$ cat src/design/gri_pkg.sv
package gri_pkg;

  // Default frame store size, handed to the top-level parameters.
  localparam int MaxRowsDefault = 256;
  localparam int MaxColsDefault = 256;

  // Width of a rotated-image dimension or position (up to 722 for a 511x511 source).
  localparam int DimW = 10;

  // Fixed-point format of the sine table.
  localparam int FracBits = 14;
  localparam int Q14Round = (1 << FracBits) - 1;

  // Entries of the queue between the front and the back.
  localparam int QueueDepth = 4;

  // Cycles the derived configuration takes to settle after a register write.
  localparam logic [1:0] SettleCycles = 2'd3;

  // APB address width and register indexes.
  localparam int ApbAddrW = 4;
  localparam logic [1:0] RegAngle = 2'd0;
  localparam logic [1:0] RegRows  = 2'd1;
  localparam logic [1:0] RegCols  = 2'd2;
  localparam logic [1:0] RegFill  = 2'd3;

  typedef enum logic [2:0] {
    ModePass  = 3'd0,
    ModeCw90  = 3'd1,
    ModeCw180 = 3'd2,
    ModeCw270 = 3'd3,
    ModeGen   = 3'd4
  } mode_e;

  // Configuration as the front and the back use it.
  typedef struct packed {
    mode_e              mode;
    logic [8:0]         h;
    logic [8:0]         w;
    logic signed [15:0] sin_v;
    logic signed [15:0] cos_v;
    logic [DimW-1:0]    oh;
    logic [DimW-1:0]    ow;
    logic signed [10:0] off;
    logic [7:0]         fill;
  } cfg_t;

  typedef struct packed {
    logic clear;
    logic busy;
  } ctl_t;

  typedef struct packed {
    logic            fetch;
    logic [7:0]      pix;
    logic [DimW-1:0] row;
    logic [DimW-1:0] col;
    logic            last;
  } queue_entry_t;

  localparam logic [14:0] SinQ14 [91] = '{
    15'd0, 15'd286, 15'd572, 15'd857, 15'd1143, 15'd1428, 15'd1713, 15'd1997, 15'd2280,
    15'd2563, 15'd2845, 15'd3126, 15'd3406, 15'd3686, 15'd3964, 15'd4240, 15'd4516,
    15'd4790, 15'd5063, 15'd5334, 15'd5604, 15'd5872, 15'd6138, 15'd6402, 15'd6664,
    15'd6924, 15'd7182, 15'd7438, 15'd7692, 15'd7943, 15'd8192, 15'd8438, 15'd8682,
    15'd8923, 15'd9162, 15'd9397, 15'd9630, 15'd9860, 15'd10087, 15'd10311, 15'd10531,
    15'd10749, 15'd10963, 15'd11174, 15'd11381, 15'd11585, 15'd11786, 15'd11982,
    15'd12176, 15'd12365, 15'd12551, 15'd12733, 15'd12911, 15'd13085, 15'd13255,
    15'd13421, 15'd13583, 15'd13741, 15'd13894, 15'd14044, 15'd14189, 15'd14330,
    15'd14466, 15'd14598, 15'd14726, 15'd14849, 15'd14968, 15'd15082, 15'd15191,
    15'd15296, 15'd15396, 15'd15491, 15'd15582, 15'd15668, 15'd15749, 15'd15826,
    15'd15897, 15'd15964, 15'd16026, 15'd16083, 15'd16135, 15'd16182, 15'd16225,
    15'd16262, 15'd16294, 15'd16322, 15'd16344, 15'd16362, 15'd16374, 15'd16382,
    15'd16384
  };

  // Angle reduced to 0..359 degrees.
  function automatic logic [8:0] mod360(input logic signed [10:0] a);
    logic signed [11:0] t;
    t = {a[10], a};
    if (t < 12'sd0) t = t + 12'sd720;
    if (t >= 12'sd360) t = t - 12'sd360;
    return t[8:0];
  endfunction

  // Sine in Q2.14 of an angle already reduced to 0..359 degrees.
  function automatic logic signed [15:0] sin_deg(input logic [8:0] m);
    logic [8:0]         idx;
    logic               neg;
    logic signed [15:0] v;
    if (m <= 9'd90) begin
      idx = m;
      neg = 1'b0;
    end else if (m <= 9'd180) begin
      idx = 9'd180 - m;
      neg = 1'b0;
    end else if (m <= 9'd270) begin
      idx = m - 9'd180;
      neg = 1'b1;
    end else begin
      idx = 9'd360 - m;
      neg = 1'b1;
    end
    v = $signed({1'b0, SinQ14[idx[6:0]]});
    return neg ? -v : v;
  endfunction

endpackage

$ cat src/design/gri_fifo.sv
module gri_fifo
  import gri_pkg::*;
(
  input  logic         clk_i,
  input  logic         rst_ni,
  input  logic         push_i,
  input  queue_entry_t entry_i,
  output logic         full_o,
  input  logic         pop_i,
  output queue_entry_t entry_o,
  output logic         empty_o
);

  localparam int PtrW = $clog2(QueueDepth);

  queue_entry_t    slot_q [QueueDepth];
  logic [PtrW-1:0] wr_ptr_q;
  logic [PtrW-1:0] rd_ptr_q;
  logic [PtrW:0]   count_q;
  logic            do_push;
  logic            do_pop;

  assign full_o  = (count_q == (PtrW + 1)'(QueueDepth));
  assign empty_o = (count_q == '0);
  assign do_push = push_i && !full_o;
  assign do_pop  = pop_i && !empty_o;
  assign entry_o = slot_q[rd_ptr_q];

  always_ff @(posedge clk_i) begin
    if (do_push) slot_q[wr_ptr_q] <= entry_i;
  end

  always_ff @(posedge clk_i or negedge rst_ni) begin
    if (!rst_ni) begin
      wr_ptr_q <= '0;
      rd_ptr_q <= '0;
      count_q  <= '0;
    end else begin
      if (do_push) wr_ptr_q <= (wr_ptr_q == PtrW'(QueueDepth - 1)) ? '0 : wr_ptr_q + 1'b1;
      if (do_pop) rd_ptr_q <= (rd_ptr_q == PtrW'(QueueDepth - 1)) ? '0 : rd_ptr_q + 1'b1;
      count_q <= count_q + (PtrW + 1)'(do_push) - (PtrW + 1)'(do_pop);
    end
  end

endmodule

$ cat config.mk
export PLATFORM = sky130hd
export DESIGN_NAME = gri_fifo
export DESIGN_NICKNAME = d
export VERILOG_FILES = /design/src/design/gri_pkg.sv /design/src/design/gri_fifo.sv
export SDC_FILE = /design/constraint.sdc
export NUM_CORES = 1
export LEC_CHECK = 0
export ABC_AREA = 0
export ABC_CLOCK_PERIOD_IN_PS = 2400
export BUFFER_PORTS_ARGS = -buffer_cell sky130_fd_sc_hd__buf_2
export CAP_MARGIN = 40
export CORE_MARGIN = 4
export CORE_UTILIZATION = 56
export DETAILED_ROUTE_END_ITERATION = 10
export GPL_ROUTABILITY_DRIVEN = 0
export PLACE_DENSITY_LB_ADDON = 0.1
export SLEW_MARGIN = 25
export SYNTH_ARGS = -nofsm -noshare
export SYNTH_HDL_FRONTEND = slang
export SYNTH_SLANG_ARGS = --single-unit
$ cat constraint.sdc
create_clock -name clk_i -period 2.4 [get_ports clk_i]
set_input_delay 0.12 -clock clk_i [delete_from_list [all_inputs] [get_ports clk_i]]
set_output_delay 0.12 -clock clk_i [all_outputs]
set_load 0.02 [all_outputs]
==> run metrics, run 1 <==
XOR/XNOR Fraction of Synth Area 0.364%; layout cells sized above 1 43.3%; most frequent cells in the layout edfxtp_1 (120), buf_2 (65), dlygate4sd3_1 (33); status finished, final reports clean; I/O Buffers 65; CTS clk-pin slew, worst paths 0.06 ns; fmax 0.465 GHz; Routed WL 7.72 mm; register bit total from synthesis 127; number of distinct library cells after synthesis 20; PostCTS Resize Cnt 0; Final Skew 0.00945 ns; Via density 5.27; reg2reg path depth 9; CTS tree done; leak pwr 2.25 nW; post-CTS setup buffer count 0; max_cap viols 0; antenna violations before repair 0; first-pass GRT wire length 12.4 mm; grt ovf 0; Clock Latency Late Sink 0.50 ns; Clock Path Buffers 2; Routed wire per std cell 17.9 microns; worst-margin pin slew 0.454 ns; Power Total 0.00805 W; layout net count 355; 1st-iter DRT viols 72; WP data arrival 2.54 ns; overall routing resource usage 16.9%; Post-Syn Area 4810 sq um; Hold Path Stages 3; Starting Density 58.0%; DRC viols 0; Synth Warn # 0; Post-Layout Cell Count 431; largest family of logic cells by synthesized area multiplexers; setup TNS 0 ns; Clock H-tree levels 4; Rows 33; vias 2273; proportion of synthesized area in mux cells 14.9%; synthesized area per cell 24.6 sq um; Worst Path Class, Setup register to register; unrepaired setup endpoints after global routing no; io pins 66; post-placement cell count 366; die area 10100 sq um; most common cell after layout, fill and taps aside edfxtp_1; worst hold path class input pin to register; simple-gate share of the synthesized area 1.56%; Compound-Gate Fraction of Synth Area 0.130%; vias in the first global route 2403; pin count of the biggest net entering global routing 34; Setup-failing EPs final 0; root buf cell clkbuf_8; die width 101 microns; Adder-Cell Fraction of Synth Area 2.23%; Final Cycle Share 89.7%; PwrDens 1290 nW/um^2; slew margin rel. 69.8%; crit path capture type register; WP data required 2.79 ns; Syn Nets 238; Final ANT Viol Nets 0; # hold bufs at CTS 33; Syn Inst Count 196; Fin. Hold Viols 0; core area 8300 sq um; FILL cells 460; CTS sink cnt 127; post-layout util 75.2%; peak supply drop 0.000852 V; Synth-to-Final Area Change 29.6%; dpl hpwl 4.57 mm; CP Max Fanout 7; startpoint types register; Ant. Diodes 0; fin crit period 2.15 ns; drt pass-1 iters 6; post-synthesis sequential area ratio 78.5%; TritonCTS Buffers 17; die height 101 microns; fin. max-slew vios 0
final timing paths:
check                      slack [ns]            startpoint                      end
max reg2reg                      0.25  count_q[2]$_DFF_PN0_     count_q[2]$_DFF_PN0_
min reg2reg                      0.61  count_q[0]$_DFF_PN0_     count_q[0]$_DFF_PN0_
max                              0.25  count_q[2]$_DFF_PN0_     count_q[2]$_DFF_PN0_
min in group asynchronous        0.58                rst_ni     count_q[2]$_DFF_PN0_
max in group asynchronous        1.56                rst_ni  rd_ptr_q[0]$_DFFE_PN0P_
min                              0.03                 pop_i  rd_ptr_q[0]$_DFFE_PN0P_
flip-flops by register name, summed over array words and instances (netlist names):
| register | flops |
|---|---|
| count_q | 3 |
| rd_ptr_q | 2 |
| slot_q | 120 |
| wr_ptr_q | 2 |
where the power goes:
part	total [W]	internal (W)	switching, W
Clock	0.00256	0.00168	0.000880
Sequential	0.00310	0.00293	0.000164
Combinational	0.00239	0.00107	0.00132
metal layers:
metal / track usage, % / up-vias / wire [microns]
met5: 0 / - / 0
met4: 6.84 / 0 / 104
met3: 4.50 / 10 / 327
met2: 28.1 / 61 / 4020
met1: 21.4 / 1152 / 3270
li1: - / 1050 / -
area by class of cell:
cell class / count / area [sq um] / area share [%]
flip-flops and latches: 127 / 3780 / 60.6
multi-input cells: 55 / 933 / 15.0
repair buffers: 105 / 758 / 12.2
clock buffers: 18 / 418 / 6.70
clock inverters: 14 / 193 / 3.09
well taps: 105 / 131 / 2.11
inverters: 7 / 26.3 / 0.421
per-stage QoR:
stage          hold WS, ns  setup WS (ns)  area (sq um)
2_1_floorplan       -0.176          0.150          4820
3_3_place_gp       -0.0399          0.306          5300
3_5_place_dp       -0.0377          0.253          5300
4_1_cts             0.0144          0.245          6240
5_1_grt             0.0279          0.144          6240
6_report            0.0273          0.247          6240
synthesized netlist by cell type:
cell,n,area (sq um)
and2_1,4,25.0
buf_12,3,60.1
buf_2,3,15.0
buf_6,1,11.3
dfrtp_1,7,175
edfxtp_1,120,3600
fa_1,1,20.0
ha_1,7,87.6
inv_1,7,26.3
mux2_2,3,33.8
mux4_1,2,52.6
mux4_2,28,631
nand2_1,1,3.75
nand2b_1,1,6.26
nor2_1,2,7.51
nor2b_2,1,8.76
nor3_1,1,5.00
nor3b_4,1,18.8
o22ai_1,1,6.26
xnor2_1,2,17.5
critical path, cell delays in order, from the launching register on:
cell	delay, ns
dfrtp_1	0.41
nor3b_4	0.17
nor2b_2	0.24
inv_1	0.07
ha_1	0.27
inv_1	0.04
ha_1	0.18
fa_1	0.38
xnor2_1	0.14
xnor2_1	0.12
logic make-up after synthesis:
logic type,count (synthesis)
xor gates and xnor gates,2
adders and majority gates,8
muxes,33
buffers and inverters,14
and+or+nand+nor,11
DFF,127
AOI/OAI and AO/OA,1
Note: power is estimated with default switching activity, not from simulation.
==> inputs of run 2 (changes only) <==
Settings changed: ABC_AREA 0 to 1, CORE_UTILIZATION 56 to 57.
==> run metrics, run 2 <==
1st-iter DRT viols 162 (was 72); unrepaired setup endpoints after global routing no (unchanged); max_cap viols 0 (unchanged); I/O Buffers 65 (unchanged); Clock Path Buffers 2 (unchanged); worst hold path class input pin to register (unchanged); fmax 0.489 GHz (was 0.465 GHz); Routed wire per std cell 15.5 microns (was 17.9 microns); overall routing resource usage 19.4% (was 16.9%); vias 3308 (was 2273); root buf cell clkbuf_8 (unchanged); pin count of the biggest net entering global routing 79 (was 34); TritonCTS Buffers 17 (unchanged); Setup-failing EPs final 0 (unchanged); Synth Warn # 0 (unchanged); WP data arrival 1.92 ns (was 2.54 ns); post-placement cell count 574 (was 366); Synth async-reset ratio 5.51% (unchanged); CTS sink cnt 127 (unchanged); Place WS 0.393 ns (was 0.253 ns); peak supply drop 0.000870 V (was 0.000852 V); FILL cells 536 (was 460); DRC viols 0 (unchanged); Clock Latency Late Sink 0.51 ns (was 0.50 ns); first-pass GRT wire length 16.2 mm (was 12.4 mm); most frequent cells in the layout edfxtp_1 (120), nand2_1 (107), inv_1 (74) (was edfxtp_1 (120), buf_2 (65), dlygate4sd3_1 (33)); die area 10900 sq um (was 10100 sq um); top-count cell post-synth edfxtp_1 (unchanged); crit path capture type primary output (was register); Starting Density 59.5% (was 58.0%); CTS tree done (unchanged); Syn Inst Count 408 (was 196); number of distinct library cells after synthesis 15 (was 20); status finished, final reports clean (unchanged); Worst Path Class, Setup register to primary output (was register to register); core area 8890 sq um (was 8300 sq um); layout net count 561 (was 355); fin. max-slew vios 0 (unchanged); most common cell after layout, fill and taps aside edfxtp_1 (unchanged); WP data required 2.28 ns (was 2.79 ns); PostCTS Resize Cnt 0 (unchanged); final setup margin 0.357 ns (was 0.247 ns); io pins 66 (unchanged); antenna violations before repair 0 (unchanged); post-CTS setup buffer count 0 (unchanged); layout cells sized above 1 23.3% (was 43.3%); Via density 5.17 (was 5.27); CP Max Fanout 17 (was 7); number of flip-flops in the largest register 120 (unchanged); Top Usage Layer GRT met2 (unchanged); synthesized area per cell 13.0 sq um (was 24.6 sq um); Synth-to-Final Area Change 27.0% (was 29.6%); setup TNS 0 ns (unchanged); Final ANT Viol Nets 0 (unchanged); PwrDens 1290 nW/um^2 (about the same); Syn Nets 450 (was 238); Final Skew 0.0132 ns (was 0.00945 ns); met3 usage 6.58% (was 4.50%); vias in the first global route 3345 (was 2403); r2r setup slk 0.38 ns (was 0.25 ns); met2 Usage GRT 33.9% (was 28.1%); dpl hpwl 5.83 mm (was 4.57 mm); Clock H-tree levels 4 (unchanged); number of synthesized flops with an enable pin 120 (unchanged); Final Cycle Share 85.1% (was 89.7%); commonest cells in the netlist edfxtp_1 (120), nand2_1 (107), inv_1 (74), o211ai_1 (48), o211ai_2 (12) (was edfxtp_1 (120), mux4_2 (28), dfrtp_1 (7), ha_1 (7), inv_1 (7)); largest area contributor in the netlist edfxtp_1 (unchanged); Post-Syn Area 5290 sq um (was 4810 sq um); post-layout util 75.6% (was 75.2%); Rows 34 (was 33); post-synthesis sequential area ratio 71.5% (was 78.5%); grt ovf 0 (unchanged); leak pwr 2.80 nW (was 2.25 nW); top-area cell type share of the netlist area 68.1% (was 74.8%); die width 104 microns (was 101 microns); Ant. Diodes 0 (unchanged); startpoint types register (unchanged); final hold slack 0.355 ns (was 0.0273 ns); slew margin rel. 69.3% (was 69.8%); fin crit period 2.04 ns (was 2.15 ns); CTS clk-pin slew, worst paths 0.06 ns (about the same); Biggest register slot_q (unchanged); Routed WL 9.90 mm (was 7.72 mm); ys flop type edfxtp_1 (unchanged); register bit total from synthesis 127 (unchanged); Post-Layout Cell Count 640 (was 431); largest cells by area after synthesis edfxtp_1 (68%), nand2_1 (7.6%), o211ai_1 (6.8%) (was edfxtp_1 (75%), mux4_2 (13%), dfrtp_1 (3.6%)); drt pass-1 iters 4 (was 6); largest registers slot_q (120), count_q (3) (unchanged); die height 104 microns (was 101 microns); worst-margin pin slew 0.461 ns (was 0.454 ns); met1 usage 22.8% (was 21.4%); Fin. Hold Viols 0 (unchanged)
run 2: changes by cell type in the layout (fill, tap and decap cells not counted), moves of 3 or more:
cell | previous run | this run
nand2_1 | 1 | 107
inv_1 | 7 | 74
o211ai_1 | 0 | 48
mux4_2 | 28 | 0
o211ai_2 | 0 | 12
buf_4 | 3 | 9
and2_2 | 4 | 0
nand3_1 | 0 | 4
nor2_4 | 0 | 4
clkinvlp_4 | 5 | 2
mux2_2 | 3 | 0
run 2: report_power, final:
part | switching (W) | leakage, nW | internal (W) | total [W]
clock network | 0.000918 | 0.291 | 0.00168 | 0.00260
logic | 0.00197 | 1.33 | 0.00102 | 0.00299
registers | 0.000174 | 1.18 | 0.00293 | 0.00310
total | 0.00306 | 2.80 | 0.00562 | 0.00869
run 2: stage by stage:
stage | power (W) | instance area (sq um)
after floorplan | 0.00521 | 5290
after global placement | 0.00602 | 5770
after detailed placement | 0.00612 | 5770
after CTS | 0.00877 | 6720
after global routing | 0.00915 | 6720
final | 0.00869 | 6720
run 2: metal layers:
layer	vias up	routed length (microns)	part of all wire [%]
met5	-	0	0
met4	0	66	0.67
met3	5	490	4.9
met2	75	5240	53
met1	1603	4110	41
li1	1625	-	-
run 2: final timing paths:
kind,from,to,cells after the start
worst max-delay path,rd_ptr_q[1]$_DFFE_PN0P_,entry_o[23],5
worst min-delay path,entry_i[23],slot_q[1][23]$_DFFE_PP_,2
worst max register to register,count_q[1]$_DFF_PN0_,count_q[2]$_DFF_PN0_,10
worst min register to register,count_q[0]$_DFF_PN0_,count_q[0]$_DFF_PN0_,1
max in group asynchronous,rst_ni,rd_ptr_q[0]$_DFFE_PN0P_,3
min in group asynchronous,rst_ni,rd_ptr_q[0]$_DFFE_PN0P_,3
run 2: timing repair:
item | CTS | global route
setup endpoints to repair | 0 | 0
endpoints found under the hold margin | 131 | 0
hold buffers | 34 | 0
run 2: cells by family (layout without fill, tap and decap cells):
kind of cell,Yosys count,in the layout,synth area share [%]
adders and majority gates,8,8,2.03
and+or+nand+nor,119,119,8.61
buffers and inverters,94,218,8.23
AOI/OAI and AO/OA,60,60,9.65
DFF,127,127,71.5
run 2: worst max-delay path, cell delays in order (launching register included):
cell,delay [ns]
dfrtp_1,0.55
inv_1,0.15
buf_4,0.29
o211ai_1,0.16
nand2_1,0.09
buf_2,0.16
run 2: area by class of cell:
class,instances,area [sq um],share of cell area (%)
Timing Repair Buffer,112,813,12.1
Inverter,74,278,4.13
Multi-Input combinational cell,187,1100,16.4
Clock inverter,15,191,2.85
Tap cell,108,135,2.01
Clock buffer,17,414,6.17
Sequential cell,127,3780,56.3
