`config.mk`:
```
export PLATFORM = sky130hd
export DESIGN_NAME = gri_cfg
export DESIGN_NICKNAME = d
export VERILOG_FILES = /design/src/design/gri_pkg.sv /design/src/design/gri_cfg.sv
export SDC_FILE = /design/constraint.sdc
export NUM_CORES = 2
export LEC_CHECK = 0
export BUFFER_PORTS_ARGS = -buffer_cell sky130_fd_sc_hd__buf_4
export CAP_MARGIN = 10
export CORE_ASPECT_RATIO = 1.2
export CORE_MARGIN = 2
export CORE_UTILIZATION = 25
export CTS_CLUSTER_SIZE = 28
export DETAILED_ROUTE_END_ITERATION = 6
export GPL_TIMING_DRIVEN = 0
export SLEW_MARGIN = 30
export SYNTH_ARGS = -nofsm -noshare
export SYNTH_HDL_FRONTEND = slang
export SYNTH_SLANG_ARGS = --single-unit
```
`constraint.sdc`:
```
create_clock -name clk_i -period 11.6 [get_ports clk_i]
set_clock_uncertainty 0.15 [all_clocks]
set_input_delay 1.74 -clock clk_i [delete_from_list [all_inputs] [get_ports clk_i]]
set_output_delay 1.74 -clock clk_i [all_outputs]
set_load 0.01 [all_outputs]
```
`src/design/gri_pkg.sv`:
```
package gri_pkg;

  // Default frame store size, handed to the top-level parameters.
  localparam int MaxRowsDefault = 256;
  localparam int MaxColsDefault = 256;

  // Width of a rotated-image dimension or position (up to 722 for a 511x511 source).
  localparam int DimW = 10;

  // Fixed-point format of the sine table.
  localparam int FracBits = 14;
  localparam int Q14Round = (1 << FracBits) - 1;

  // Entries of the queue between the front and the back.
  localparam int QueueDepth = 4;

  // Cycles the derived configuration takes to settle after a register write.
  localparam logic [1:0] SettleCycles = 2'd3;

  // APB address width and register indexes.
  localparam int ApbAddrW = 4;
  localparam logic [1:0] RegAngle = 2'd0;
  localparam logic [1:0] RegRows  = 2'd1;
  localparam logic [1:0] RegCols  = 2'd2;
  localparam logic [1:0] RegFill  = 2'd3;

  typedef enum logic [2:0] {
    ModePass  = 3'd0,
    ModeCw90  = 3'd1,
    ModeCw180 = 3'd2,
    ModeCw270 = 3'd3,
    ModeGen   = 3'd4
  } mode_e;

  // Configuration as the front and the back use it.
  typedef struct packed {
    mode_e              mode;
    logic [8:0]         h;
    logic [8:0]         w;
    logic signed [15:0] sin_v;
    logic signed [15:0] cos_v;
    logic [DimW-1:0]    oh;
    logic [DimW-1:0]    ow;
    logic signed [10:0] off;
    logic [7:0]         fill;
  } cfg_t;

  typedef struct packed {
    logic clear;
    logic busy;
  } ctl_t;

  typedef struct packed {
    logic            fetch;
    logic [7:0]      pix;
    logic [DimW-1:0] row;
    logic [DimW-1:0] col;
    logic            last;
  } queue_entry_t;

  localparam logic [14:0] SinQ14 [91] = '{
    15'd0, 15'd286, 15'd572, 15'd857, 15'd1143, 15'd1428, 15'd1713, 15'd1997, 15'd2280,
    15'd2563, 15'd2845, 15'd3126, 15'd3406, 15'd3686, 15'd3964, 15'd4240, 15'd4516,
    15'd4790, 15'd5063, 15'd5334, 15'd5604, 15'd5872, 15'd6138, 15'd6402, 15'd6664,
    15'd6924, 15'd7182, 15'd7438, 15'd7692, 15'd7943, 15'd8192, 15'd8438, 15'd8682,
    15'd8923, 15'd9162, 15'd9397, 15'd9630, 15'd9860, 15'd10087, 15'd10311, 15'd10531,
    15'd10749, 15'd10963, 15'd11174, 15'd11381, 15'd11585, 15'd11786, 15'd11982,
    15'd12176, 15'd12365, 15'd12551, 15'd12733, 15'd12911, 15'd13085, 15'd13255,
    15'd13421, 15'd13583, 15'd13741, 15'd13894, 15'd14044, 15'd14189, 15'd14330,
    15'd14466, 15'd14598, 15'd14726, 15'd14849, 15'd14968, 15'd15082, 15'd15191,
    15'd15296, 15'd15396, 15'd15491, 15'd15582, 15'd15668, 15'd15749, 15'd15826,
    15'd15897, 15'd15964, 15'd16026, 15'd16083, 15'd16135, 15'd16182, 15'd16225,
    15'd16262, 15'd16294, 15'd16322, 15'd16344, 15'd16362, 15'd16374, 15'd16382,
    15'd16384
  };

  // Angle reduced to 0..359 degrees.
  function automatic logic [8:0] mod360(input logic signed [10:0] a);
    logic signed [11:0] t;
    t = {a[10], a};
    if (t < 12'sd0) t = t + 12'sd720;
    if (t >= 12'sd360) t = t - 12'sd360;
    return t[8:0];
  endfunction

  // Sine in Q2.14 of an angle already reduced to 0..359 degrees.
  function automatic logic signed [15:0] sin_deg(input logic [8:0] m);
    logic [8:0]         idx;
    logic               neg;
    logic signed [15:0] v;
    if (m <= 9'd90) begin
      idx = m;
      neg = 1'b0;
    end else if (m <= 9'd180) begin
      idx = 9'd180 - m;
      neg = 1'b0;
    end else if (m <= 9'd270) begin
      idx = m - 9'd180;
      neg = 1'b1;
    end else begin
      idx = 9'd360 - m;
      neg = 1'b1;
    end
    v = $signed({1'b0, SinQ14[idx[6:0]]});
    return neg ? -v : v;
  endfunction

endpackage

```
`src/design/gri_cfg.sv`:
```
module gri_cfg
  import gri_pkg::*;
#(
  parameter int MaxRows = MaxRowsDefault,
  parameter int MaxCols = MaxColsDefault
) (
  input  logic                clk_i,
  input  logic                rst_ni,
  input  logic                psel,
  input  logic                penable,
  input  logic                pwrite,
  input  logic [ApbAddrW-1:0] paddr,
  input  logic [31:0]         pwdata,
  output logic [31:0]         prdata,
  output logic                pready,
  output cfg_t                cfg_o,
  output ctl_t                ctl_o
);

  logic signed [9:0] angle_q;
  logic [8:0]        rows_q;
  logic [8:0]        cols_q;
  logic [7:0]        fill_q;
  logic [1:0]        settle_q;
  logic              wr;

  assign pready = 1'b1;
  assign wr     = psel && penable && pwrite;

  always_ff @(posedge clk_i or negedge rst_ni) begin
    if (!rst_ni) begin
      angle_q <= '0;
      rows_q  <= 9'd256;
      cols_q  <= 9'd256;
      fill_q  <= 8'd255;
    end else if (wr) begin
      case (paddr[3:2])
        RegAngle: angle_q <= $signed(pwdata[9:0]);
        RegRows:  rows_q  <= pwdata[8:0];
        RegCols:  cols_q  <= pwdata[8:0];
        RegFill:  fill_q  <= pwdata[7:0];
        default: ;
      endcase
    end
  end

  always_comb begin
    case (paddr[3:2])
      RegAngle: prdata = {22'd0, angle_q};
      RegRows:  prdata = {23'd0, rows_q};
      RegCols:  prdata = {23'd0, cols_q};
      RegFill:  prdata = {24'd0, fill_q};
      default:  prdata = '0;
    endcase
  end

  // The derived sizes below are registered in stages after a write; input is held off until they settle.
  always_ff @(posedge clk_i or negedge rst_ni) begin
    if (!rst_ni) begin
      settle_q <= SettleCycles;
    end else if (wr) begin
      settle_q <= SettleCycles;
    end else if (settle_q != 2'd0) begin
      settle_q <= settle_q - 2'd1;
    end
  end

  assign ctl_o.clear = wr;
  assign ctl_o.busy  = (settle_q != 2'd0);

  // First stage: effective sizes, rotation mode, sine and cosine.
  logic signed [10:0] a_sin;
  logic signed [10:0] a_cos;
  logic [8:0]         m_sin;
  logic [8:0]         m_cos;
  logic [8:0]         h_eff;
  logic [8:0]         w_eff;
  mode_e              mode;

  always_comb begin
    a_sin = {angle_q[9], angle_q};
    a_cos = a_sin + 11'sd90;
    m_sin = mod360(a_sin);
    m_cos = mod360(a_cos);

    if (rows_q == 9'd0) h_eff = 9'd1;
    else if (int'(rows_q) > MaxRows) h_eff = 9'(MaxRows);
    else h_eff = rows_q;

    if (cols_q == 9'd0) w_eff = 9'd1;
    else if (int'(cols_q) > MaxCols) w_eff = 9'(MaxCols);
    else w_eff = cols_q;

    // Negative quarter turns leave the image as it is.
    if (m_sin == 9'd0) mode = ModePass;
    else if (m_sin == 9'd90) mode = (angle_q > 10'sd0) ? ModeCw90 : ModePass;
    else if (m_sin == 9'd180) mode = (angle_q > 10'sd0) ? ModeCw180 : ModePass;
    else if (m_sin == 9'd270) mode = (angle_q > 10'sd0) ? ModeCw270 : ModePass;
    else mode = ModeGen;
  end

  mode_e              d1_mode_q;
  logic [8:0]         d1_h_q;
  logic [8:0]         d1_w_q;
  logic signed [15:0] d1_sin_q;
  logic signed [15:0] d1_cos_q;

  always_ff @(posedge clk_i) begin
    d1_mode_q <= mode;
    d1_h_q    <= h_eff;
    d1_w_q    <= w_eff;
    d1_sin_q  <= sin_deg(m_sin);
    d1_cos_q  <= sin_deg(m_cos);
  end

  // Second stage: magnitudes times the source sizes.
  logic [14:0] abs_sin;
  logic [14:0] abs_cos;

  assign abs_sin = (d1_sin_q < 16'sd0) ? 15'(-d1_sin_q) : 15'(d1_sin_q);
  assign abs_cos = (d1_cos_q < 16'sd0) ? 15'(-d1_cos_q) : 15'(d1_cos_q);

  mode_e              d2_mode_q;
  logic [8:0]         d2_h_q;
  logic [8:0]         d2_w_q;
  logic signed [15:0] d2_sin_q;
  logic signed [15:0] d2_cos_q;
  logic [23:0]        d2_asw_q;
  logic [23:0]        d2_ach_q;
  logic [23:0]        d2_acw_q;
  logic [23:0]        d2_ash_q;

  always_ff @(posedge clk_i) begin
    d2_mode_q <= d1_mode_q;
    d2_h_q    <= d1_h_q;
    d2_w_q    <= d1_w_q;
    d2_sin_q  <= d1_sin_q;
    d2_cos_q  <= d1_cos_q;
    d2_asw_q  <= 24'(abs_sin) * 24'(d1_w_q);
    d2_ach_q  <= 24'(abs_cos) * 24'(d1_h_q);
    d2_acw_q  <= 24'(abs_cos) * 24'(d1_w_q);
    d2_ash_q  <= 24'(abs_sin) * 24'(d1_h_q);
  end

  // Third stage: rotated size and the column offset of the general mapping.
  logic [24:0]     sum_h;
  logic [24:0]     sum_w;
  logic [DimW-1:0] nh;
  logic [DimW-1:0] nw;
  logic [DimW-1:0] oh;
  logic [DimW-1:0] ow;

  always_comb begin
    sum_h = 25'(d2_asw_q) + 25'(d2_ach_q);
    sum_w = 25'(d2_acw_q) + 25'(d2_ash_q);
    nh    = DimW'(sum_h >> FracBits);
    nw    = DimW'(sum_w >> FracBits);
    if (nh == '0) nh = DimW'(1);
    if (nw == '0) nw = DimW'(1);
    case (d2_mode_q)
      ModeCw90, ModeCw270: begin
        oh = DimW'(d2_w_q);
        ow = DimW'(d2_h_q);
      end
      ModeGen: begin
        oh = nh;
        ow = nw;
      end
      default: begin
        oh = DimW'(d2_h_q);
        ow = DimW'(d2_w_q);
      end
    endcase
  end

  always_ff @(posedge clk_i) begin
    cfg_o.mode  <= d2_mode_q;
    cfg_o.h     <= d2_h_q;
    cfg_o.w     <= d2_w_q;
    cfg_o.sin_v <= d2_sin_q;
    cfg_o.cos_v <= d2_cos_q;
    cfg_o.oh    <= oh;
    cfg_o.ow    <= ow;
    cfg_o.off   <= $signed({1'b0, ow}) - $signed({2'b00, d2_w_q});
    cfg_o.fill  <= fill_q;
  end

  a_write_holds_input: assert property (@(posedge clk_i) disable iff (!rst_ni)
    wr |=> ctl_o.busy)
    else $error("input not held off after a register write");

endmodule

```
==> impl_metrics.tcl <==
set metrics [dict create \
    run_status "finished clean" \
    crit_path_end "d1_sin_q[13]" \
    worstPathBufferInverterCount 7 \
    antenna_found_initial 5 \
    layout-drive-gt1-share_pct 9.79 \
    worstMarginPinSlew_ns 1.03 \
    r2r_setup_slack_ns 2.51 \
    crit_path_cell_trace "clkbuf_1 -> inv_1 -> clkbuf_2 -> ha_1 -> clkbuf_1 -> clkinv_1 -> a2111oi_0 -> a31oi_1 -> nand3_1 -> clkbuf_1 -> clkbuf_1 -> ha_1 -> a2111oi_0 -> o311ai_0 -> o41ai_1 -> a21oi_1 -> nor2_1 -> a31oi_1 -> a211oi_1 -> xor2_1" \
    syn-mean-instance-area_sq_um 8.81 \
    post_cts.resized_instances 0 \
    layout.filler_cells 14400 \
    slowest_cell_on_the_critical_path "sky130_fd_sc_hd__a2111oi_0" \
    grt_max_degree 39 \
    vias 28900 \
    max_cap_violations 0 \
    async_set_reset_flop_share_out_of_synthesis_pct 11.4 \
    critical_path_arrival_ns 9.38 \
    syn_inst 3855 \
    flow.area_growth_from_synthesis_pct 13.8 \
    setup-tns-final_ns 0 \
    critPathKind "reg2reg" \
    fp.dieArea_sq_um 139000 \
    hold_path.class "reg2reg" \
    number_of_hold_violations_in_the_final_report 0 \
    routed_wl_mm 116 \
    clkSinkCount 332 \
    multi_input_comb_area_sq_um 24400 \
    cts.hold.buffers_added 0 \
    wp_depth 20 \
    placementRows 148 \
    via_density_per_instance 4.92 \
    place_ws_ns 2.79 \
    cts_buffers 39 \
    gpl.final_weighted_congestion 0.929 \
    core-area_sq_um 135000 \
    clkTransAtPathRegs_ns 0.06 \
    synth_seq_cells 332 \
    synthesis.area_sq_um 33900 \
    postRouteAntennaNets 0 \
    die_w_microns 340 \
    setup_viol 0 \
    achievable-frequency_mhz 110 \
    reg2regPathDepth 20 \
    place.detailed.hpwl_mm 90.3 \
    critPathLaunch "angle_q[0]" \
    start_kind "flip-flop" \
    worst-endpoint-required_ns 11.89 \
    synth_enable_flop_cells 0 \
    rsz0062_at_grt "no" \
    worst_slack_ns 2.51 \
    top_flip_flop_cell_by_instance_count_after_synthesis "sky130_fd_sc_hd__dfxtp_1" \
    setup.worst_path.end_class "flip-flop" \
    clock_insertion_delay_worst_skew_ns 0.58 \
    critical_path.top_delay_family "buffers and inverters" \
    post_layout_nonfiller_instances 5875 \
    finish.net_count 4722 \
    track_usage_pct 16.4 \
    netlist-cell-type-count 123 \
    fin_crit_sh_pct 78.4 \
    grt_pass1_wl_mm 177 \
    drt_first_iter_violations 2284 \
    slew-limit-headroom_pct 31.5 \
    crit_fanout 14 \
    pin_count 168 \
    layout.area.seq_sq_um 6850 \
    count_of_synthesis_stage_warnings_from_yosys 0 \
    timing.final.max_slew_violations 0 \
    worst_r2r_src "angle_q[0]" \
    critical-path-max-stage-delay_ns 0.91 \
    drtPass1Iterations 6 \
    wire_per_inst_microns 19.7 \
    die_y_microns 408 \
    tritoncts "done" \
    period_needed_ns 9.09 \
    synth_seq_area_share_pct 20.2 \
    htree_num_levels 2 \
    post_cts_buffers 0 \
    post-place-cells 5795 \
    numPortBuffers 119 \
    hold_path.startpoint "d2_sin_q[15]" \
    initial_core_util_pct 25.1 \
    cts_max_path_bufs 3 \
    rr_endpoint "d1_sin_q[13]" \
    grt_pass1_vias 29900 \
    cpMostUsedCell "sky130_fd_sc_hd__clkbuf_1" \
    drt_drc_violations_left 0 \
    buffer_type_at_the_clock_tree_root "sky130_fd_sc_hd__clkbuf_16" \
    grt.overflow.total 0 \
]
## layout by cell type (no fill, tap or decap), types with 55 or more instances in the layout
cell type,netlist,routed
sky130_fd_sc_hd__buf_4,36,155
sky130_fd_sc_hd__nor3_1,76,76
sky130_fd_sc_hd__ha_1,275,275
sky130_fd_sc_hd__a21oi_1,146,146
sky130_fd_sc_hd__nand3_1,58,58
sky130_fd_sc_hd__inv_1,491,491
sky130_fd_sc_hd__clkbuf_1,151,158
sky130_fd_sc_hd__nor2_1,145,145
sky130_fd_sc_hd__dfxtp_1,294,294
sky130_fd_sc_hd__xor2_1,57,55
sky130_fd_sc_hd__and2_1,236,236
sky130_fd_sc_hd__fa_1,370,370
sky130_fd_sc_hd__nand2_1,496,496
sky130_fd_sc_hd__o21ai_0,158,157
sky130_fd_sc_hd__xnor2_1,94,85
## Yosys cell counts, types with 28 or more instances
cell / instances / area share (%)
sky130_fd_sc_hd__nand2_1: 496 / 5.5
sky130_fd_sc_hd__inv_1: 491 / 5.4
sky130_fd_sc_hd__fa_1: 370 / 22
sky130_fd_sc_hd__dfxtp_1: 294 / 17
sky130_fd_sc_hd__ha_1: 275 / 10
sky130_fd_sc_hd__and2_1: 236 / 4.3
sky130_fd_sc_hd__o21ai_0: 158 / 2.3
sky130_fd_sc_hd__clkbuf_1: 151 / 1.7
sky130_fd_sc_hd__a21oi_1: 146 / 2.2
sky130_fd_sc_hd__nor2_1: 145 / 1.6
sky130_fd_sc_hd__xnor2_1: 94 / 2.4
sky130_fd_sc_hd__nor3_1: 76 / 1.1
sky130_fd_sc_hd__nand3_1: 58 / 0.86
sky130_fd_sc_hd__xor2_1: 57 / 1.5
sky130_fd_sc_hd__a21o_1: 50 / 1.1
sky130_fd_sc_hd__mux2_2: 43 / 1.4
sky130_fd_sc_hd__buf_4: 36 / 0.80
sky130_fd_sc_hd__a31oi_1: 35 / 0.65
sky130_fd_sc_hd__o211ai_1: 32 / 0.71
sky130_fd_sc_hd__nor4_1: 30 / 0.55
sky130_fd_sc_hd__a21boi_0: 28 / 0.62
## cells by family (layout without fill, tap and decap cells)
| kind of cell | Yosys count | after routing | share of synthesized area (%) |
|---|---|---|---|
| multiplexers | 75 | 75 | 2.78 |
| AO/OA/AOI/OAI | 759 | 759 | 15.6 |
| other | 2 | 32 | 0.0221 |
| buffers and inverters | 721 | 911 | 8.60 |
| XOR/XNOR | 157 | 157 | 4.25 |
| adder cells (fa/ha/maj) | 645 | 645 | 32.0 |
| AND/OR/NAND/NOR | 1164 | 1164 | 16.6 |
| flip-flops | 332 | 332 | 20.2 |
## layout make-up
cell class / count / area share [%]
Antenna cell: 9 / 0.0583
Buffer: 225 / 2.74
Clock buffer: 52 / 2.81
Clock inverter: 19 / 0.644
Inverter: 496 / 4.82
Multi-Input combinational cell: 2823 / 63.1
Sequential cell: 332 / 17.7
Tap cell: 1800 / 5.83
Timing Repair Buffer: 119 / 2.31
## worst register-to-register path: cells and delay by family (launching register included)
family          cells  cell delay [ns]
flops               1             0.68
compound gates      8             3.07
simple gates        2             0.35
buf+inv             7             3.74
xor+xnor            1             0.19
fa+ha+maj           2             0.78
## state kept, by name, indices dropped and copies added (netlist names)
name and cells:
cfg_o 92, d2_ach_q 24, d2_acw_q 24, d2_ash_q 24
d2_asw_q 24, d1_cos_q 16, d1_sin_q 16, d2_cos_q 16
d2_sin_q 16, angle_q 10, cols_q 9, d1_h_q 9
d1_w_q 9, d2_h_q 9, d2_w_q 9, rows_q 9
fill_q 8, d1_mode_q 3, d2_mode_q 3, settle_q 2
## routing by layer
layer / up-vias / wire [microns] / global-route usage (%) / share of wire (%)
li1: 13200 / - / - / -
met1: 14300 / 46800 / 19.7 / 40
met2: 1043 / 56100 / 28.4 / 49
met3: 322 / 6220 / 1.99 / 5.4
met4: 0 / 6450 / 8.89 / 5.6
met5: - / 0 / 0 / 0
## how the worst min path moves through the flow
stage | end | cells after the start
final | cfg_o[70] | 0
after global routing | cfg_o[66] | 0
after CTS | cfg_o[70] | 0
after detailed placement | cfg_o[39] | 0
after global placement | cfg_o[70] | 0
after floorplan | cfg_o[39] | 0
## through the flow
stage | util, % | hold slack, ns | cell area [sq um]
2_1_floorplan | - | 0.160 | 34000
3_3_place_gp | 27.5 | 0.163 | 37200
3_5_place_dp | 27.6 | 0.162 | 37200
4_1_cts | 28.5 | 0.174 | 38600
5_1_grt | 28.6 | 0.183 | 38600
6_report | 28.6 | 0.174 | 38600
Power is not shown: default switching activity piles up to over one toggle a cycle in this logic, so the estimate is an artifact.
