$ cat config.mk
export PLATFORM = sky130hd
export DESIGN_NAME = gri_front_flat
export DESIGN_NICKNAME = d
export VERILOG_FILES = /design/src/design/gri_pkg.sv /design/src/design/gri_in_if.sv /design/src/design/gri_front.sv /design/src/flat_wrapper.sv
export SDC_FILE = /design/constraint.sdc
export NUM_CORES = 1
export LEC_CHECK = 0
export ABC_AREA = 1
export BUFFER_PORTS_ARGS = -buffer_cell sky130_fd_sc_hd__buf_2
export CORE_ASPECT_RATIO = 0.8
export CORE_MARGIN = 4
export CORE_UTILIZATION = 49
export DETAILED_ROUTE_END_ITERATION = 12
export PLACE_DENSITY = 0.81
export SYNTH_ARGS = -nofsm -noshare
export SYNTH_HDL_FRONTEND = slang
export SYNTH_SLANG_ARGS = --single-unit
export TNS_END_PERCENT = 5
$ cat constraint.sdc
create_clock -name clk_i -period 3.5 [get_ports clk_i]
set_input_delay 0.175 -clock clk_i [delete_from_list [all_inputs] [get_ports clk_i]]
set_output_delay 0.175 -clock clk_i [all_outputs]
set_load 0.005 [all_outputs]
$ cat src/design/gri_pkg.sv
package gri_pkg;

  // Default frame store size, handed to the top-level parameters.
  localparam int MaxRowsDefault = 256;
  localparam int MaxColsDefault = 256;

  // Width of a rotated-image dimension or position (up to 722 for a 511x511 source).
  localparam int DimW = 10;

  // Fixed-point format of the sine table.
  localparam int FracBits = 14;
  localparam int Q14Round = (1 << FracBits) - 1;

  // Entries of the queue between the front and the back.
  localparam int QueueDepth = 4;

  // Cycles the derived configuration takes to settle after a register write.
  localparam logic [1:0] SettleCycles = 2'd3;

  // APB address width and register indexes.
  localparam int ApbAddrW = 4;
  localparam logic [1:0] RegAngle = 2'd0;
  localparam logic [1:0] RegRows  = 2'd1;
  localparam logic [1:0] RegCols  = 2'd2;
  localparam logic [1:0] RegFill  = 2'd3;

  typedef enum logic [2:0] {
    ModePass  = 3'd0,
    ModeCw90  = 3'd1,
    ModeCw180 = 3'd2,
    ModeCw270 = 3'd3,
    ModeGen   = 3'd4
  } mode_e;

  // Configuration as the front and the back use it.
  typedef struct packed {
    mode_e              mode;
    logic [8:0]         h;
    logic [8:0]         w;
    logic signed [15:0] sin_v;
    logic signed [15:0] cos_v;
    logic [DimW-1:0]    oh;
    logic [DimW-1:0]    ow;
    logic signed [10:0] off;
    logic [7:0]         fill;
  } cfg_t;

  typedef struct packed {
    logic clear;
    logic busy;
  } ctl_t;

  typedef struct packed {
    logic            fetch;
    logic [7:0]      pix;
    logic [DimW-1:0] row;
    logic [DimW-1:0] col;
    logic            last;
  } queue_entry_t;

  localparam logic [14:0] SinQ14 [91] = '{
    15'd0, 15'd286, 15'd572, 15'd857, 15'd1143, 15'd1428, 15'd1713, 15'd1997, 15'd2280,
    15'd2563, 15'd2845, 15'd3126, 15'd3406, 15'd3686, 15'd3964, 15'd4240, 15'd4516,
    15'd4790, 15'd5063, 15'd5334, 15'd5604, 15'd5872, 15'd6138, 15'd6402, 15'd6664,
    15'd6924, 15'd7182, 15'd7438, 15'd7692, 15'd7943, 15'd8192, 15'd8438, 15'd8682,
    15'd8923, 15'd9162, 15'd9397, 15'd9630, 15'd9860, 15'd10087, 15'd10311, 15'd10531,
    15'd10749, 15'd10963, 15'd11174, 15'd11381, 15'd11585, 15'd11786, 15'd11982,
    15'd12176, 15'd12365, 15'd12551, 15'd12733, 15'd12911, 15'd13085, 15'd13255,
    15'd13421, 15'd13583, 15'd13741, 15'd13894, 15'd14044, 15'd14189, 15'd14330,
    15'd14466, 15'd14598, 15'd14726, 15'd14849, 15'd14968, 15'd15082, 15'd15191,
    15'd15296, 15'd15396, 15'd15491, 15'd15582, 15'd15668, 15'd15749, 15'd15826,
    15'd15897, 15'd15964, 15'd16026, 15'd16083, 15'd16135, 15'd16182, 15'd16225,
    15'd16262, 15'd16294, 15'd16322, 15'd16344, 15'd16362, 15'd16374, 15'd16382,
    15'd16384
  };

  // Angle reduced to 0..359 degrees.
  function automatic logic [8:0] mod360(input logic signed [10:0] a);
    logic signed [11:0] t;
    t = {a[10], a};
    if (t < 12'sd0) t = t + 12'sd720;
    if (t >= 12'sd360) t = t - 12'sd360;
    return t[8:0];
  endfunction

  // Sine in Q2.14 of an angle already reduced to 0..359 degrees.
  function automatic logic signed [15:0] sin_deg(input logic [8:0] m);
    logic [8:0]         idx;
    logic               neg;
    logic signed [15:0] v;
    if (m <= 9'd90) begin
      idx = m;
      neg = 1'b0;
    end else if (m <= 9'd180) begin
      idx = 9'd180 - m;
      neg = 1'b0;
    end else if (m <= 9'd270) begin
      idx = m - 9'd180;
      neg = 1'b1;
    end else begin
      idx = 9'd360 - m;
      neg = 1'b1;
    end
    v = $signed({1'b0, SinQ14[idx[6:0]]});
    return neg ? -v : v;
  endfunction

endpackage

$ cat src/design/gri_in_if.sv
interface gri_in_if;
  logic       valid;
  logic       ready;
  logic       kind;
  logic [7:0] pixel_in;

  modport source (output valid, output kind, output pixel_in, input ready);
  modport sink (input valid, input kind, input pixel_in, output ready);
endinterface

$ cat src/design/gri_front.sv
module gri_front
  import gri_pkg::*;
(
  input  logic         clk_i,
  input  logic         rst_ni,
  gri_in_if.sink       in_i,
  input  cfg_t         cfg_i,
  input  ctl_t         ctl_i,
  input  logic         full_i,
  output logic         push_o,
  output queue_entry_t entry_o
);

  logic [DimW-1:0] emit_row_q, emit_row_d;
  logic [DimW-1:0] emit_col_q, emit_col_d;
  logic [8:0]      load_row_q, load_row_d;
  logic [8:0]      load_col_q, load_col_d;
  logic [DimW-1:0] fr;
  logic [DimW-1:0] fc;
  logic            last;

  assign in_i.ready = !full_i && !ctl_i.busy;
  assign push_o     = in_i.valid && in_i.ready;

  always_comb begin
    // A position left over from a larger size restarts the frame.
    if (emit_row_q >= cfg_i.oh || emit_col_q >= cfg_i.ow) begin
      fr = '0;
      fc = '0;
    end else begin
      fr = emit_row_q;
      fc = emit_col_q;
    end
    last = (fr == cfg_i.oh - DimW'(1)) && (fc == cfg_i.ow - DimW'(1));

    emit_row_d = emit_row_q;
    emit_col_d = emit_col_q;
    load_row_d = load_row_q;
    load_col_d = load_col_q;

    if (push_o) begin
      if (in_i.kind) begin
        if (last) begin
          emit_row_d = '0;
          emit_col_d = '0;
        end else if (fc + DimW'(1) >= cfg_i.ow) begin
          emit_row_d = fr + DimW'(1);
          emit_col_d = '0;
        end else begin
          emit_row_d = fr;
          emit_col_d = fc + DimW'(1);
        end
      end else begin
        // Loads run through the source frame in raster order.
        if ({1'b0, load_col_q} + 10'd1 >= {1'b0, cfg_i.w}) begin
          load_col_d = '0;
          if ({1'b0, load_row_q} + 10'd1 >= {1'b0, cfg_i.h}) load_row_d = '0;
          else load_row_d = load_row_q + 9'd1;
        end else begin
          load_col_d = load_col_q + 9'd1;
        end
      end
    end

    if (ctl_i.clear) begin
      emit_row_d = '0;
      emit_col_d = '0;
      load_row_d = '0;
      load_col_d = '0;
    end
  end

  always_ff @(posedge clk_i or negedge rst_ni) begin
    if (!rst_ni) begin
      emit_row_q <= '0;
      emit_col_q <= '0;
      load_row_q <= '0;
      load_col_q <= '0;
    end else begin
      emit_row_q <= emit_row_d;
      emit_col_q <= emit_col_d;
      load_row_q <= load_row_d;
      load_col_q <= load_col_d;
    end
  end

  always_comb begin
    entry_o.fetch = in_i.kind;
    entry_o.pix   = in_i.pixel_in;
    entry_o.row   = in_i.kind ? fr : DimW'(load_row_q);
    entry_o.col   = in_i.kind ? fc : DimW'(load_col_q);
    entry_o.last  = in_i.kind && last;
  end

  a_fetch_in_frame: assert property (@(posedge clk_i) disable iff (!rst_ni)
    push_o && entry_o.fetch |-> entry_o.row < cfg_i.oh && entry_o.col < cfg_i.ow)
    else $error("fetch position outside the rotated frame");

  a_last_restarts: assert property (@(posedge clk_i) disable iff (!rst_ni)
    push_o && entry_o.last |=> emit_row_q == '0 && emit_col_q == '0)
    else $error("emit position not restarted after the last pixel");

endmodule

$ cat src/flat_wrapper.sv
// flat-port wrapper written by rule: the top's interface ports become plain ports
module gri_front_flat import gri_pkg::*;
  (clk_i, rst_ni, cfg_i, ctl_i, full_i, push_o, entry_o, in_i_valid, in_i_kind, in_i_pixel_in, in_i_ready);
  gri_in_if in_i_i ();
  input  logic clk_i;
  input  logic rst_ni;
  input  cfg_t cfg_i;
  input  ctl_t ctl_i;
  input  logic full_i;
  output logic push_o;
  output queue_entry_t entry_o;
  input wire logic [$bits(in_i_i.valid)-1:0] in_i_valid;
  input wire logic [$bits(in_i_i.kind)-1:0] in_i_kind;
  input wire logic [$bits(in_i_i.pixel_in)-1:0] in_i_pixel_in;
  output wire logic [$bits(in_i_i.ready)-1:0] in_i_ready;
  assign in_i_i.valid = in_i_valid;
  assign in_i_i.kind = in_i_kind;
  assign in_i_i.pixel_in = in_i_pixel_in;
  assign in_i_ready = in_i_i.ready;
  gri_front u_core (.clk_i(clk_i), .rst_ni(rst_ni), .in_i(in_i_i), .cfg_i(cfg_i), .ctl_i(ctl_i), .full_i(full_i), .push_o(push_o), .entry_o(entry_o));
endmodule
==> summary.txt, run 1 <==
Run status
  • Outcome: finished with violations
  • Failing checks: negative setup slack

STA
  • Max_slew headroom: 0.393
  • Worst setup margin: -0.475 ns
  • Achievable Freq: 252 MHz
  • Hold slack: 0.0139 ns
  • Final Cycle Share: 1.14
  • Worst Skew: 0.00385 ns
  • Final hold vios: 0
  • RSZ-0062 raised after global routing: true
  • Fin. max-slew vios: 0
  • Worst-Margin Slew: 0.910 ns
  • Final min period: 3.97 ns
  • Setup violations, final: 21

GRT
  • Largest net degree at the start of global routing: 39
  • Grt ovf: 0
  • Initial antenna violation count: 0
  • Number of global-route vias before repair: 5,473
  • First-pass GRT wire length: 26,600 um
  • GRT Overall Usage: 0.279

CTS
  • CTS Root Cell: clkbuf_16
  • CTS tree: built
  • CTS H-tree depth: 2
  • Clk slew on worst S/H paths: 0.06 ns
  • Largest buffer count on any clock path: 2
  • CTS buffer count: 5
  • Clock latency on the worst-skew pair: 0.29 ns
  • Sink Count: 38

Yosys
  • Seq/Total Area, Yosys: 0.198
  • Most numerous cell in the Yosys netlist: nand2_1
  • Synth Cell Area: 4810 um^2
  • Post-synth EDFFs: 0
  • Post-Synthesis Cells: 803
  • Synthesized area per cell: 5.99 um^2
  • Synth top area cells: nand2_1 (21%), dfrtp_1 (20%), ha_1 (14%)
  • Synthesized Nets: 964
  • Cell variety after synth: 30
  • Ys async rst share: 1.00
  • Top_reg_cell synth: dfrtp_1
  • Most instantiated cells after synthesis: nand2_1 (267), inv_1 (126), nor2_1 (91)
  • Area leader, netlist: nand2_1
  • Top cell type's share of synthesized area: 0.208
  • Syn. warnings: 0
  • FF+latch count, synth: 38

Setup path
  • Worst path most repeated cell: nand2_2
  • Req. time, crit path: 3.72 ns
  • Startpoint Class: register
  • Crit path kind: reg2reg
  • WP data arrival: 4.19 ns
  • Max stage delay on crit path: 0.39 ns
  • Worst path top cell family by delay: simple AND/OR/NAND/NOR gates
  • CP Capture Type: register
  • Crit path max fanout: 9
  • Buffer and inverter count on the worst path: 5
  • Slowest cell on crit path: dfrtp_1

Layout
  • Nets: 1,128
  • Ant diodes: 0
  • Post-Layout Cell Count: 1,087
  • Layout cells sized above 1: 0.298
  • Area Growth Syn to Fin: 39.0%

Die
  • Die Wd: 119 um
  • Die span in y: 96.6 um
  • Num rows: 32
  • Initial core utilization: 0.500
  • I/O pin cnt: 139
  • Core Area: 9610 um^2
  • Die area: 11,500 um^2

Job
  • Max-cap violations: 0

Hold path
  • Worst Hold Class: in2async

Placed design
  • HPWL after DPL: 11,600 um
  • Final Wtd Congestion: 0.994
  • PortBufs: 68
  • Placed cells: 1,055

Route
  • Residual DRC: 0
  • Final wirelength: 17,000 um
  • Post-DRT Antenna Nets: 0
  • Via/cell ratio: 5.49
  • DRT Pass-1 Iters: 6
  • DR iter-0 viols: 669
  • Via count: 5,963
  • Wire length per cell: 15.6 um

Pwr
  • Power per cell area: 224 nW/um^2
  • Worst VDD drop: 0.164 mV
  • Leak: 3.78 nW
-- final cells by class --
class,count,area [um^2]
Multi-Input combinational cell,617,3730
Fill cell,750,2930
Timing Repair Buffer,177,1180
Sequential cell,38,951
Inverter,128,482
Tap cell,119,149
Clock buffer,6,139
Clock inverter,2,60.1
-- path summary, 6_finish.rpt --
path | to | cells after the start | slack [ns] | start
setup / recovery | u_core.emit_col_q[6]$_DFFE_PN0P_ | 25 | -0.47 | u_core.emit_col_q[8]$_DFFE_PN0P_
hold / removal | u_core.emit_col_q[0]$_DFFE_PN0P_ | 1 | 0.01 | rst_ni
setup reg to reg | u_core.emit_col_q[6]$_DFFE_PN0P_ | 25 | -0.47 | u_core.emit_col_q[8]$_DFFE_PN0P_
hold reg to reg | u_core.load_col_q[6]$_DFFE_PN0P_ | 2 | 0.57 | u_core.load_col_q[6]$_DFFE_PN0P_
max in group asynchronous | u_core.emit_col_q[9]$_DFFE_PN0P_ | 1 | 2.91 | rst_ni
min in group clk_i | u_core.load_col_q[0]$_DFFE_PN0P_ | 4 | 0.30 | ctl_i[1]
-- placed cells by master (no fill, tap or decap), types with 2 or more instances in the layout --
cell / count
nand2_1: 245
inv_1: 116
buf_4: 104
nor2_1: 74
buf_2: 68
nand3_1: 52
ha_1: 39
dfrtp_1: 38
o21ai_0: 36
nand2_2: 25
xor2_1: 23
a21oi_1: 18
nand4_1: 14
ha_4: 14
nor2_2: 13
nor2_4: 10
inv_2: 10
nand3_2: 8
a21oi_2: 6
nand3_4: 5
o21ai_1: 5
clkbuf_16: 5
buf_6: 5
nand3b_1: 4
xor2_2: 4
o31ai_1: 3
nand2_4: 3
nor3_1: 3
xnor2_1: 2
o211ai_1: 2
o22ai_1: 2
bufinv_16: 2
-- metrics by stage --
| step | setup slack [ns] | setup TNS (ns) | power, mW | cell area (um^2) | utilization |
|---|---|---|---|---|---|
| 4_1_cts | -0.103 | -0.741 | 1.47 | 6430 | 0.670 |
| 2_1_floorplan | 0.0163 | 0 | 0.702 | 4810 | - |
| 3_5_place_dp | -0.332 | -4.29 | 0.836 | 5810 | 0.604 |
| 3_3_place_gp | -0.171 | -1.75 | 0.826 | 5810 | 0.604 |
| 6_report | -0.475 | -7.88 | 1.50 | 6680 | 0.696 |
| 5_1_grt | -0.473 | -7.79 | 1.57 | 6680 | 0.696 |
-- registers in the layout, summed over array words and instances, names as in the netlist --
register           count
u_core.emit_col_q     10
u_core.emit_row_q     10
u_core.load_col_q      9
u_core.load_row_q      9
-- logic make-up (layout without fill, tap and decap cells) --
logic type               count (synthesis)  in the layout  synth area share
AND/OR/NAND/NOR                        458            459             0.397
AO/OA/AOI/OAI                           75             75            0.0833
XOR/XNOR                                29             29            0.0528
adder cells (fa/ha/maj)                 54             54             0.141
flip-flops                              38             38             0.198
buffers and inverters                  149            313             0.129
-- power breakdown --
group          total (mW)  switching [mW]  leakage (nW)  internal, mW
Combinational       0.386           0.231          3.15         0.155
Clock               0.630           0.201        0.0971         0.429
Sequential          0.484          0.0264         0.525         0.457
Total                1.50           0.458          3.78          1.04
-- metal layers --
layer | wire [um] | GRT usage
met5 | 0 | 0
met2 | 7140 | 0.421
met1 | 7250 | 0.405
met4 | 645 | 0.0926
met3 | 1920 | 0.0432
-- repair_timing --
action,in CTS,in global routing
hold buffers,0,0
setup endpoints to repair,21,21
pin swaps,39,31
setup buffers,14,9
gates resized for setup,83,31
gates cloned,1,0
hold endpoints to repair,0,0
No activity file was read; power rests on OpenSTA's default activity.
==> run 2: changes to the inputs <==
--- a/config.mk
+++ b/config.mk
@@ -15,4 +15,3 @@
 export SYNTH_ARGS = -nofsm -noshare
 export SYNTH_HDL_FRONTEND = slang
 export SYNTH_SLANG_ARGS = --single-unit
-export TNS_END_PERCENT = 5
==> summary.txt, run 2 (synthesized netlist as in run 1, its figures left out) <==
Run status
  • Outcome: finished with violations
  • Failing checks: negative setup slack

Layout
  • Most common cell after layout, fill and taps aside: nand2_1
  • Biggest regs: u_core.emit_col_q (10), u_core.emit_row_q (10)
  • Design Area, Final: 6750 um^2
  • Area Growth Syn to Fin: 40.3%
  • Commonest non-fill, non-tap cells in the layout: nand2_1 (246), inv_1 (117), buf_4 (113)
  • Nets: 1,138
  • Ant diodes: 0
  • Layout cells sized above 1: 0.304

Job
  • Max-cap violations: 0

CTS
  • Sink Count: 38
  • Largest buffer count on any clock path: 2
  • CTS H-tree depth: 2
  • Clock latency on the worst-skew pair: 0.29 ns
  • CTS buffer count: 5
  • CTS Root Cell: clkbuf_16
  • Hold-fix buffers at CTS: 0
  • CTS tree: built
  • Clk slew on worst S/H paths: 0.07 ns

STA
  • Final hold vios: 0
  • Achievable Freq: 253 MHz
  • Max_slew headroom: 0.380
  • Final Cycle Share: 1.13
  • Worst Skew: 0.00441 ns
  • RSZ-0062 raised after global routing: true
  • Fin. max-slew vios: 0
  • Setup violations, final: 20
  • Final min period: 3.95 ns
  • Worst-Margin Slew: 0.930 ns
  • Worst setup margin: -0.451 ns
  • Setup TNS: -7.57 ns

Setup path
  • CP Launch Point: u_core.emit_col_q[8]$_DFFE_PN0P_
  • Startpoint Class: register
  • Internal reg-to-reg setup slack: -0.45 ns
  • CP Capture Type: register
  • Req. time, crit path: 3.72 ns
  • Crit path max fanout: 9
  • Slowest cell on crit path: dfrtp_1
  • WP data arrival: 4.17 ns
  • Worst path top cell family by delay: simple AND/OR/NAND/NOR gates
  • Buffer and inverter count on the worst path: 7
  • Cell count of the worst reg-to-reg path: 25
  • Crit path kind: reg2reg
  • Critical R2R Launch: u_core.emit_col_q[8]$_DFFE_PN0P_
  • Max stage delay on crit path: 0.39 ns
  • Reg2Reg Capture Point: u_core.emit_col_q[3]$_DFFE_PN0P_

GRT
  • GRT Overall Usage: 0.290
  • First-pass GRT wire length: 27,600 um
  • Initial antenna violation count: 0
  • Number of global-route vias before repair: 5,720
  • Grt ovf: 0
  • Largest net degree at the start of global routing: 39

Die
  • Die span in y: 96.6 um
  • Die Wd: 119 um
  • Num rows: 32
  • Die area: 11,500 um^2
  • Core Area: 9610 um^2
  • I/O pin cnt: 139
  • Initial core utilization: 0.500

Placed design
  • DP Area: 5810 um^2
  • HPWL after DPL: 11,600 um
  • PortBufs: 68
  • Final Wtd Congestion: 0.994

Route
  • Via count: 6,212
  • DRT Pass-1 Iters: 6
  • Via/cell ratio: 5.66
  • Residual DRC: 0
  • Post-DRT Antenna Nets: 0
  • Wire length per cell: 16.8 um
  • DR iter-0 viols: 743
  • Final wirelength: 18,400 um

Pwr
  • Power per cell area: 224 nW/um^2
  • Total Power: 1.51 mW
  • Leak: 3.84 nW
  • Worst VDD drop: 0.168 mV

Hold path
  • Worst Hold Class: in2async
==> run 2: changes by cell type in the layout (fill, tap and decap cells not counted), sizes merged <==
cell / previous run / this run
buf: 177 / 187
==> run 2: power by group <==
part | switching [mW] | internal [mW] | leakage, nW
registers | 0.0260 | 0.457 | 0.525
logic | 0.236 | 0.155 | 3.22
clock network | 0.206 | 0.429 | 0.0971
==> run 2: per-stage QoR <==
step,worst slack (ns),hold slack [ns],utilization,cells
2_1_floorplan,0.0163,-0.121,-,803
3_3_place_gp,-0.171,0.350,0.604,1055
3_5_place_dp,-0.332,0.350,0.604,1055
4_1_cts,-0.103,0.0614,0.678,1087
5_1_grt,-0.545,0.105,0.702,1097
6_report,-0.451,0.0184,0.702,1097
==> run 2: area by class of cell <==
cell class	instances	area, um^2
inverter	128	482
timing repair buffer	187	1260
fill	737	2860
multi-input combinational	617	3710
sequential	38	951
clock inverter	2	60.1
clock buffer	6	139
tap	119	149
==> run 2: worst max-delay path by stage <==
stage | to | slack, ns | cells after the start
floorplan | u_core.emit_row_q[6]$_DFFE_PN0P_ | 0.02 | 27
global placement | u_core.emit_row_q[9]$_DFFE_PN0P_ | -0.17 | 29
detailed placement | u_core.emit_row_q[9]$_DFFE_PN0P_ | -0.33 | 27
CTS | u_core.emit_row_q[4]$_DFFE_PN0P_ | -0.10 | 26
global route | u_core.emit_row_q[4]$_DFFE_PN0P_ | -0.55 | 29
finish | u_core.emit_col_q[3]$_DFFE_PN0P_ | -0.45 | 25
==> run 2: routing by layer <==
layer / vias to the layer above / routed length [um] / track usage
li1: 2869 / - / -
met2: 504 / 7800 / 0.442
met4: 0 / 956 / 0.116
met3: 131 / 2360 / 0.0555
met1: 2708 / 7320 / 0.404
met5: - / 0 / 0
==> run 2: timing repair <==
| item | in CTS | in global routing |
|---|---|---|
| endpoints found under the hold margin | 0 | 0 |
| pin swaps | 41 | 32 |
| setup buffers | 23 | 10 |
| gates resized for setup | 86 | 33 |
| endpoints found under the setup margin | 21 | 21 |
| gates cloned | 1 | 0 |
==> run 3: changes to the inputs <==
--- a/config.mk
+++ b/config.mk
@@ -8,7 +8,7 @@
 export ABC_AREA = 1
 export BUFFER_PORTS_ARGS = -buffer_cell sky130_fd_sc_hd__buf_2
 export CORE_ASPECT_RATIO = 0.8
-export CORE_MARGIN = 4
+export CORE_MARGIN = 2
 export CORE_UTILIZATION = 49
 export DETAILED_ROUTE_END_ITERATION = 12
 export PLACE_DENSITY = 0.81
==> summary.txt, run 3 (synthesized netlist as in run 1, its figures left out) <==
Run status
  • Outcome: finished with violations
  • Failing checks: negative setup slack

Die
  • Core Area: 9610 um^2
  • Die Wd: 115 um
  • Die span in y: 92.6 um
  • Die area: 10,600 um^2
  • I/O pin cnt: 139
  • Num rows: 32
  • Initial core utilization: 0.500

STA
  • Max_slew headroom: 0.404
  • Setup violations, final: 20
  • Achievable Freq: 258 MHz
  • Setup TNS: -5.70 ns
  • Worst Skew: 0.00310 ns
  • Worst-Margin Slew: 0.894 ns
  • RSZ-0062 raised after global routing: true
  • Fin. max-slew vios: 0
  • Worst setup margin: -0.374 ns
  • Final hold vios: 0
  • Final min period: 3.87 ns
  • Final Cycle Share: 1.11

Setup path
  • Buffer and inverter count on the worst path: 3
  • Max stage delay on crit path: 0.41 ns
  • Worst path most repeated cell: nand2_1
  • Startpoint Class: register
  • Worst path top cell family by delay: simple AND/OR/NAND/NOR gates
  • Req. time, crit path: 3.68 ns
  • WP data arrival: 4.05 ns
  • Crit path max fanout: 6
  • CP Capture Type: register
  • Crit path kind: reg2reg
  • Slowest cell on crit path: dfrtp_1

Layout
  • Ant diodes: 0
  • Post-Layout Cell Count: 1,095
  • Layout cells sized above 1: 0.291
  • Most common cell after layout, fill and taps aside: nand2_1
  • Biggest regs: u_core.emit_col_q (10), u_core.emit_row_q (10)
  • Commonest non-fill, non-tap cells in the layout: nand2_1 (251), inv_1 (116), buf_4 (112)
  • Nets: 1,136
  • Area Growth Syn to Fin: 37.3%

Job
  • Max-cap violations: 0

Pwr
  • Flop pwr share: 0.365
  • Internal power: 891 uW
  • Power per cell area: 201 nW/um^2
  • Total Power: 1.33 mW
  • Sw Share: 0.328
  • Sw power: 435 uW
  • Comb power frac: 0.277
  • Leak: 3.79 nW
  • Clock power frac: 0.359
  • Worst VDD drop: 0.152 mV

CTS
  • CTS Root Cell: clkbuf_16
  • Clk slew on worst S/H paths: 0.06 ns
  • Clock latency on the worst-skew pair: 0.29 ns
  • Sink Count: 38
  • CTS H-tree depth: 2
  • CTS tree: built
  • CTS buffer count: 5
  • Hold-fix buffers at CTS: 0
  • Largest buffer count on any clock path: 2

Hold path
  • Worst Hold Class: in2async

Route
  • Via/cell ratio: 5.37
  • Post-DRT Antenna Nets: 0
  • DR iter-0 viols: 658
  • Residual DRC: 0
  • WL met1: 7080 um
  • Wire length per cell: 14.3 um
  • Via count: 5,876
  • Max layer used: met4
  • WL met3: 1600 um
  • Routed met2 length: 6510 um
  • Final wirelength: 15,700 um
  • DRT Pass-1 Iters: 6

Placed design
  • Final Wtd Congestion: 0.972
  • Pre-CTS WS: -0.339 ns
  • Placed cells: 1,057
  • PortBufs: 68
  • HPWL after DPL: 11,100 um

GRT
  • Largest net degree at the start of global routing: 39
  • First-pass GRT wire length: 24,400 um
  • GRT Overall Usage: 0.285
  • Grt ovf: 0
  • Number of global-route vias before repair: 5,322
  • Initial antenna violation count: 0
## run 3: cell types whose count changed in the layout (fill, tap and decap cells not counted), moves of 3 or more
cell / before / now
nand2_1: 246 / 251
nor2_4: 12 / 9
nand2_2: 22 / 18
nand3_1: 52 / 57
nand3_2: 9 / 5
## run 3: per-stage QoR
step | instance area [um^2] | utilization | hold slack, ns
2_1_floorplan | 4810 | - | -0.121
3_3_place_gp | 5820 | 0.606 | 0.342
3_5_place_dp | 5820 | 0.606 | 0.343
4_1_cts | 6320 | 0.658 | 0.0363
5_1_grt | 6600 | 0.687 | 0.0984
6_report | 6600 | 0.687 | 0.00835
## run 3: worst paths after layout
| kind | start | to | slack (ns) | cells after the start |
|---|---|---|---|---|
| setup / recovery | u_core.emit_row_q[8]$_DFFE_PN0P_ | u_core.emit_row_q[4]$_DFFE_PN0P_ | -0.37 | 26 |
| hold / removal | rst_ni | u_core.emit_col_q[1]$_DFFE_PN0P_ | 0.008 | 1 |
| setup reg to reg | u_core.emit_row_q[8]$_DFFE_PN0P_ | u_core.emit_row_q[4]$_DFFE_PN0P_ | -0.37 | 26 |
| hold reg to reg | u_core.load_col_q[6]$_DFFE_PN0P_ | u_core.load_col_q[6]$_DFFE_PN0P_ | 0.55 | 2 |
| max in group asynchronous | rst_ni | u_core.load_row_q[3]$_DFFE_PN0P_ | 2.94 | 1 |
| min in group clk_i | ctl_i[1] | u_core.load_col_q[0]$_DFFE_PN0P_ | 0.30 | 4 |
## run 3: cell type report
class                      instances  area (um^2)
timing repair buffer             185         1240
tap                              119          149
clock buffer                       6          139
clock inverter                     2         12.5
multi-input combinational        617         3620
fill                             781         3010
sequential                        38          951
inverter                         128          484
## run 3: routing by layer
| layer | GRT usage | up-vias |
|---|---|---|
| met1 | 0.422 | 2600 |
| met3 | 0.0380 | 56 |
| met5 | 0 | - |
| met2 | 0.429 | 342 |
| li1 | - | 2878 |
| met4 | 0.0853 | 0 |
## run 3: power by group through the flow
stage / clock network, mW / logic (mW) / registers, mW
global route: 0.497 / 0.416 / 0.486
CTS: 0.476 / 0.350 / 0.483
detailed placement: 0 / 0.339 / 0.491
finish: 0.475 / 0.367 / 0.484
global placement: 0 / 0.331 / 0.490
floorplan: 0 / 0.218 / 0.484
## run 3: repair_timing
item                       in CTS  in global routing
setup buffers                  17                 12
cloned                          1                  0
gates resized for setup        58                 45
pin swaps                      27                 33
setup endpoints to repair      20                 21
